$ cat src/hdl/rbei_pkg.sv
// Shared types, constants and tables for the random bit error injector.
`default_nettype none
package rbei_pkg;

    localparam logic [28:0] ONE_Q28  = 29'h1000_0000;
    localparam logic [35:0] TERM_ONE = 36'h8_0000_0000;

    localparam logic [29:0] RECIP7  = 30'd613566756;
    localparam logic [29:0] RECIP35 = 30'd122713351;

    localparam logic [1:0] KIND_CLEAR = 2'd0;
    localparam logic [1:0] KIND_SET   = 2'd1;
    localparam logic [1:0] KIND_FLIP  = 2'd2;

    localparam logic [1:0] REG_PROB   = 2'd0;
    localparam logic [1:0] REG_MODE   = 2'd1;
    localparam logic [1:0] REG_ACTIVE = 2'd2;

    typedef logic [7:0][28:0] thr_arr_t;

    typedef struct packed {
        logic [1:0] kind;
        logic       active;
        logic       busy;
    } ctrl_t;

    localparam logic [8:0] GROUP_START [10] = '{
        9'd0, 9'd1, 9'd9, 9'd37, 9'd93, 9'd163, 9'd219, 9'd247, 9'd255, 9'd256
    };

    localparam logic [7:0] MASK_TABLE [256] = '{
        8'h00,
        8'h01, 8'h02, 8'h04, 8'h08, 8'h10, 8'h20, 8'h40, 8'h80,
        8'h03, 8'h06, 8'h0C, 8'h18, 8'h30, 8'h60, 8'hC0, 8'h81,
        8'h05, 8'h0A, 8'h14, 8'h28, 8'h50, 8'hA0, 8'h41, 8'h82,
        8'h09, 8'h12, 8'h24, 8'h48, 8'h90, 8'h21, 8'h42, 8'h84,
        8'h11, 8'h22, 8'h44, 8'h88,
        8'h07, 8'h0E, 8'h1C, 8'h38, 8'h70, 8'hE0, 8'hC1, 8'h83,
        8'h0B, 8'h16, 8'h2C, 8'h58, 8'hB0, 8'h61, 8'hC2, 8'h85,
        8'h13, 8'h26, 8'h4C, 8'h98, 8'h31, 8'h62, 8'hC4, 8'h89,
        8'h0D, 8'h1A, 8'h34, 8'h68, 8'hD0, 8'hA1, 8'h43, 8'h86,
        8'h19, 8'h32, 8'h64, 8'hC8, 8'h91, 8'h23, 8'h46, 8'h8C,
        8'h15, 8'h2A, 8'h54, 8'hA8, 8'h51, 8'hA2, 8'h45, 8'h8A,
        8'h25, 8'h4A, 8'h94, 8'h29, 8'h52, 8'hA4, 8'h49, 8'h92,
        8'h0F, 8'h1E, 8'h3C, 8'h78, 8'hF0, 8'hE1, 8'hC3, 8'h87,
        8'h17, 8'h2E, 8'h5C, 8'hB8, 8'h71, 8'hE2, 8'hC5, 8'h8B,
        8'h27, 8'h4E, 8'h9C, 8'h39, 8'h72, 8'hE4, 8'hC9, 8'h93,
        8'h1B, 8'h35, 8'h6C, 8'hD8, 8'hB1, 8'h53, 8'hC6, 8'h8D,
        8'h2B, 8'h56, 8'hAC, 8'h59, 8'hB2, 8'h65, 8'hCA, 8'h95,
        8'h33, 8'h66, 8'hCC, 8'h99,
        8'h1D, 8'h3A, 8'h74, 8'hE8, 8'hD1, 8'hA3, 8'h47, 8'h8E,
        8'h2D, 8'h5A, 8'hB4, 8'h69, 8'hD2, 8'hA5, 8'h4B, 8'h96,
        8'h35, 8'h6A, 8'hD4, 8'hA9, 8'h53, 8'hA6, 8'h4D, 8'h9A,
        8'h55, 8'hAA,
        8'hF8, 8'hF1, 8'hE3, 8'hC7, 8'h8F, 8'h1F, 8'h3E, 8'h7C,
        8'hF4, 8'hE9, 8'hD3, 8'hA7, 8'h4F, 8'h9E, 8'h3D, 8'h7A,
        8'hEC, 8'hD9, 8'hB3, 8'h67, 8'hCE, 8'h9D, 8'h3B, 8'h76,
        8'hF2, 8'hE5, 8'hCB, 8'h97, 8'h2F, 8'h5E, 8'hBC, 8'h79,
        8'hE6, 8'hCD, 8'h9B, 8'h37, 8'h6E, 8'hDC, 8'hB9, 8'h73,
        8'hE9, 8'hD5, 8'hAB, 8'h57, 8'h9E, 8'h5D, 8'hBA, 8'h75,
        8'hDA, 8'hB5, 8'h6B, 8'hD6, 8'hAD, 8'h5B, 8'hB6, 8'h6D,
        8'hFC, 8'hF9, 8'hF3, 8'hE7, 8'hCF, 8'h9F, 8'h3F, 8'h7E,
        8'hFA, 8'hF5, 8'hEB, 8'hD7, 8'hAF, 8'h5F, 8'hBE, 8'h7D,
        8'hF6, 8'hED, 8'hDB, 8'hB7, 8'h6F, 8'hDE, 8'hBD, 8'h7B,
        8'hEE, 8'hDD, 8'hBB, 8'h77,
        8'hFE, 8'hFD, 8'hFB, 8'hF7, 8'hEF, 8'hDF, 8'hBF, 8'h7F,
        8'hFF
    };

    function automatic logic [6:0] group_size(input logic [3:0] nb);
        logic [8:0] diff;
        diff = GROUP_START[nb + 4'd1] - GROUP_START[nb];
        return diff[6:0];
    endfunction

endpackage
`default_nettype wire

$ cat src/hdl/rbei_thresh.sv
// Sequential builder of the eight cumulative error thresholds.
`default_nettype none
module rbei_thresh (
    input  wire logic              aclk,
    input  wire logic              aresetn,
    input  wire logic              start,
    input  wire logic [28:0]       p_in,
    output logic                   busy,
    output rbei_pkg::thr_arr_t     thresholds
);
    import rbei_pkg::*;

    localparam logic [2:0] ST_IDLE   = 3'd0;
    localparam logic [2:0] ST_MUL_LO = 3'd1;
    localparam logic [2:0] ST_MUL_HI = 3'd2;
    localparam logic [2:0] ST_SCALE  = 3'd3;
    localparam logic [2:0] ST_ACC    = 3'd4;

    logic [2:0]  state_reg, state_next;
    logic [2:0]  i_reg, i_next;
    logic [2:0]  j_reg, j_next;
    logic [28:0] p_reg, p_next;
    logic [28:0] q_reg, q_next;
    logic [35:0] term_reg, term_next;
    logic [46:0] lo_reg, lo_next;
    logic [42:0] scaled_reg, scaled_next;
    logic [43:0] sum_reg, sum_next;
    thr_arr_t    thr_reg, thr_next;

    logic [28:0] op;
    logic [46:0] hi_prod;
    logic [64:0] full_prod;
    logic [43:0] acc;
    logic [28:0] thr_val;
    logic [28:0] p_sat;

    assign op        = (j_reg < i_reg) ? p_reg : q_reg;
    assign hi_prod   = {29'b0, term_reg[35:18]} * {18'b0, op};
    assign full_prod = {hi_prod, 18'b0} + {18'b0, lo_reg};
    assign acc       = sum_reg + {1'b0, scaled_reg};
    assign thr_val   = acc[35:7] + {28'b0, acc[6]};
    assign p_sat     = (p_in > ONE_Q28) ? ONE_Q28 : p_in;

    always_comb begin
        state_next  = state_reg;
        i_next      = i_reg;
        j_next      = j_reg;
        p_next      = p_reg;
        q_next      = q_reg;
        term_next   = term_reg;
        lo_next     = lo_reg;
        scaled_next = scaled_reg;
        sum_next    = sum_reg;
        thr_next    = thr_reg;
        unique case (state_reg)
            ST_IDLE: begin
                if (start) begin
                    p_next     = p_sat;
                    q_next     = ONE_Q28 - p_sat;
                    term_next  = TERM_ONE;
                    sum_next   = '0;
                    i_next     = '0;
                    j_next     = '0;
                    state_next = ST_MUL_LO;
                end
            end
            ST_MUL_LO: begin
                lo_next    = {29'b0, term_reg[17:0]} * {18'b0, op};
                state_next = ST_MUL_HI;
            end
            ST_MUL_HI: begin
                term_next  = full_prod[63:28];
                j_next     = j_reg + 3'd1;
                state_next = (j_reg == 3'd7) ? ST_SCALE : ST_MUL_LO;
            end
            ST_SCALE: begin
                scaled_next = {7'b0, term_reg} * {36'b0, group_size({1'b0, i_reg})};
                state_next  = ST_ACC;
            end
            ST_ACC: begin
                sum_next        = acc;
                thr_next[i_reg] = thr_val;
                term_next       = TERM_ONE;
                j_next          = '0;
                i_next          = i_reg + 3'd1;
                state_next      = (i_reg == 3'd7) ? ST_IDLE : ST_MUL_LO;
            end
            default: state_next = ST_IDLE;
        endcase
    end

    always_ff @(posedge aclk) begin
        if (!aresetn) begin
            state_reg <= ST_IDLE;
            for (int k = 0; k < 8; k++) begin
                thr_reg[k] <= ONE_Q28;
            end
        end else begin
            state_reg <= state_next;
            thr_reg   <= thr_next;
        end
        i_reg      <= i_next;
        j_reg      <= j_next;
        p_reg      <= p_next;
        q_reg      <= q_next;
        term_reg   <= term_next;
        lo_reg     <= lo_next;
        scaled_reg <= scaled_next;
        sum_reg    <= sum_next;
    end

    assign busy       = (state_reg != ST_IDLE);
    assign thresholds = thr_reg;

endmodule
`default_nettype wire

$ cat config.mk
export PLATFORM = sky130hd
export DESIGN_NAME = rbei_thresh
export DESIGN_NICKNAME = d
export VERILOG_FILES = /design/src/hdl/rbei_pkg.sv /design/src/hdl/rbei_thresh.sv
export SDC_FILE = /design/constraint.sdc
export NUM_CORES = 2
export LEC_CHECK = 0
export BUFFER_PORTS_ARGS = -buffer_cell sky130_fd_sc_hd__clkbuf_2
export CELL_PAD_IN_SITES_DETAIL_PLACEMENT = 1
export CELL_PAD_IN_SITES_GLOBAL_PLACEMENT = 1
export CORE_MARGIN = 1
export CORE_UTILIZATION = 45
export DETAILED_ROUTE_END_ITERATION = 10
export PLACE_DENSITY = 0.76
export SLEW_MARGIN = 20
export SYNTH_ARGS = -nofsm -noshare
export SYNTH_HDL_FRONTEND = slang
export SYNTH_SLANG_ARGS = --single-unit
export TNS_END_PERCENT = 10
$ cat constraint.sdc
create_clock -name aclk -period 13.3 [get_ports aclk]
set_input_delay 1.995 -clock aclk [delete_from_list [all_inputs] [get_ports aclk]]
set_output_delay 1.995 -clock aclk [all_outputs]
set_load 0.1 [all_outputs]
==> run summary <==
Core footprint: 128000 µm²
WL final: 179000 µm
Slew HR: 0.153
Post-CTS Setup Bufs: 0
Starting density of the core: 0.455
Vias per cell: 5.49
HP Class: register to register
CP peak stage delay: 910 ps
# setup viols final: 0
Critical R2R Capture: term_reg[27]
Worst Path Buf+Inv: 6
Mapped cell area: 58300 µm²
Drc violations: 0
Data arrival, critical path: 11940 ps
Row Count: 131
Hold endpoint: thresholds[152]
Mapped Cells: 6465
Syn nets: 7872
Clock-pin slew of the registers on the worst-case setup and hold paths: 60 ps
Die width: 362 µm
Number of flip-flops under the largest register name: 232
GR Util All Layers: 0.276
Antenna violations before repair: 9
Slew @ Worst Pin: 1240 ps
First-pass GRT wire length: 283000 µm
Max Clk Rate: 0.0863 GHz
DR pass1 iterations: 5
Commonest non-fill, non-tap cell in the layout: inv_1
Layout Skew: 36.6 ps
Min cycle time layout: 11580 ps
Clk_lat worst skew: 650 ps
Warnings from Yosys: 0
Worst R2R Setup Slack: 1720 ps
FFs w/ async S/R, synth: 0
Register area share after synthesis: 0.184
Clock Sinks: 435
Final Net Count: 7910
CTS max path bufs: 3
Most frequent cells in the layout: inv_1, nand2_1, fa_1
Area delta synth->final: 7.82%
Layout cell share with drive strength beyond 1: 0.0789
TNS Setup: 0 ps
Routed len/inst: 21.6 µm
Number of port buffers: 264
CTS root buffer: clkbuf_16
Worst EP required: 13660 ps
Worst Path Max Fanout: 36
Largest net degree at the start of global routing: 78
Final hold violation count: 0
GRT overflow: 0
CTS tree: done
Full die area: 131000 µm²
Antenna Nets Post-Route: 0
Critical Path End Type: register
Cell family with most CP delay: adder cells
CP max-delay cell: mux2_2
Count of pins over their slew limit: 0
Hold path cells: 2
Detailed Route Iter0 Violations: 2739
Number of CTS-inserted buffers: 48
Top_reg_cell synth: dfxtp_1
FF-to-FF path depth: 36
Critical path startpoint category: register
HP Start: thresholds[152]
EDFF count, synth: 200
Placer Congestion: 0.934
Die H: 362 µm
Avg Cell Area, Syn: 9.01 µm²
Critical path start-end classification: register to register
Maxcap violations: 0
Count of cell types in the netlist: 89
FF-to-FF Start: i_reg[2]
CTS-repair resized insts: 0
H-tree Lvls: 2
Hpwl dp: 136000 µm
Synth Register Bits: 435
CTS Hold Bufs: 0
Ratio of final minimum period to clock period: 0.871
# IOs: 265
Vias: 45400
Fill cells: 15000
RSZ-0062 raised after global routing: false
Via count of the first global-routing pass: 50700
Status: finished, final reports clean
## worst min-delay path: stages (launching register included)
cell and delay [ps]:
dfxtp_1 310, nand2_1 50, a21oi_1 50
## cell families after synthesis
logic type      after synthesis  share of synthesized area
compound gates              787                     0.0875
mux                          36                    0.00685
simple gates               2128                      0.168
flops                       435                      0.184
buf+inv                    1503                     0.0970
fa+ha+maj                  1375                      0.426
xor+xnor                    201                     0.0311
## metal layers
metal	track usage	part of all wire	wire, µm
met1	0.342	0.40	71600
met2	0.496	0.51	90700
met3	0.0320	0.052	9260
met4	0.0974	0.038	6860
met5	0	0.00033	59
## area by class of cell
class | instances | area [µm²] | share of cell area
clock inverter | 19 | 248 | 0.00394
multi-input combinational | 4527 | 42000 | 0.669
sequential | 435 | 10700 | 0.170
timing repair buffer | 355 | 2020 | 0.0321
antenna | 4 | 10.0 | 0.000159
clock buffer | 69 | 1410 | 0.0224
tap | 1729 | 2160 | 0.0344
inverter | 1136 | 4270 | 0.0679
## how the worst max path moves through the flow
stage,startpoint,slack (ps),depth (start not counted),to
after floorplan,i_reg[1],3310,41,term_reg[31]
after global placement,i_reg[2],2070,36,term_reg[27]
after detailed placement,i_reg[2],1840,36,term_reg[27]
after CTS,i_reg[2],1780,36,term_reg[27]
after global routing,i_reg[2],1140,36,term_reg[27]
final,i_reg[2],1720,36,term_reg[27]
## metrics by stage
stage	cell area, µm²	utilization	cells	setup WS, ps	hold slack, ps
2_1_floorplan	58300	-	6465	3310	555
3_3_place_gp	61100	0.478	8181	2070	442
3_5_place_dp	61100	0.478	8181	1840	448
4_1_cts	62800	0.490	8269	1780	457
5_1_grt	62800	0.491	8271	1140	472
6_report	62800	0.491	8274	1720	457
## Yosys cell counts, drive strengths merged (7+ instances only)
cell | instances | area [µm²]
a2111oi | 11 | 121
a211o | 7 | 61.3
a211oi | 126 | 946
a21boi | 10 | 75.1
a21o | 88 | 661
a21oi | 244 | 1220
a221o | 8 | 80.1
a221oi | 9 | 91.3
a31oi | 11 | 68.8
and2 | 364 | 2280
and3 | 35 | 219
and4 | 13 | 114
buf | 20 | 81.3
clkbuf | 347 | 1310
dfxtp | 235 | 4700
edfxtp | 200 | 6010
fa | 1015 | 20300
ha | 360 | 4500
inv | 1136 | 4260
mux2 | 31 | 349
nand2 | 1112 | 4170
nand2b | 28 | 175
nand3 | 66 | 330
nand4 | 25 | 156
nor2 | 289 | 1080
nor2b | 60 | 375
nor3 | 60 | 305
nor4 | 22 | 159
o211ai | 11 | 87.6
o21a | 28 | 210
o21ai | 150 | 751
o21bai | 25 | 188
o31ai | 7 | 57.6
or2 | 13 | 81.3
or3 | 15 | 93.8
xnor2 | 138 | 1260
xor2 | 63 | 552
Power is not shown: default switching activity piles up to over one toggle a cycle in this logic, so the estimate is an artifact.
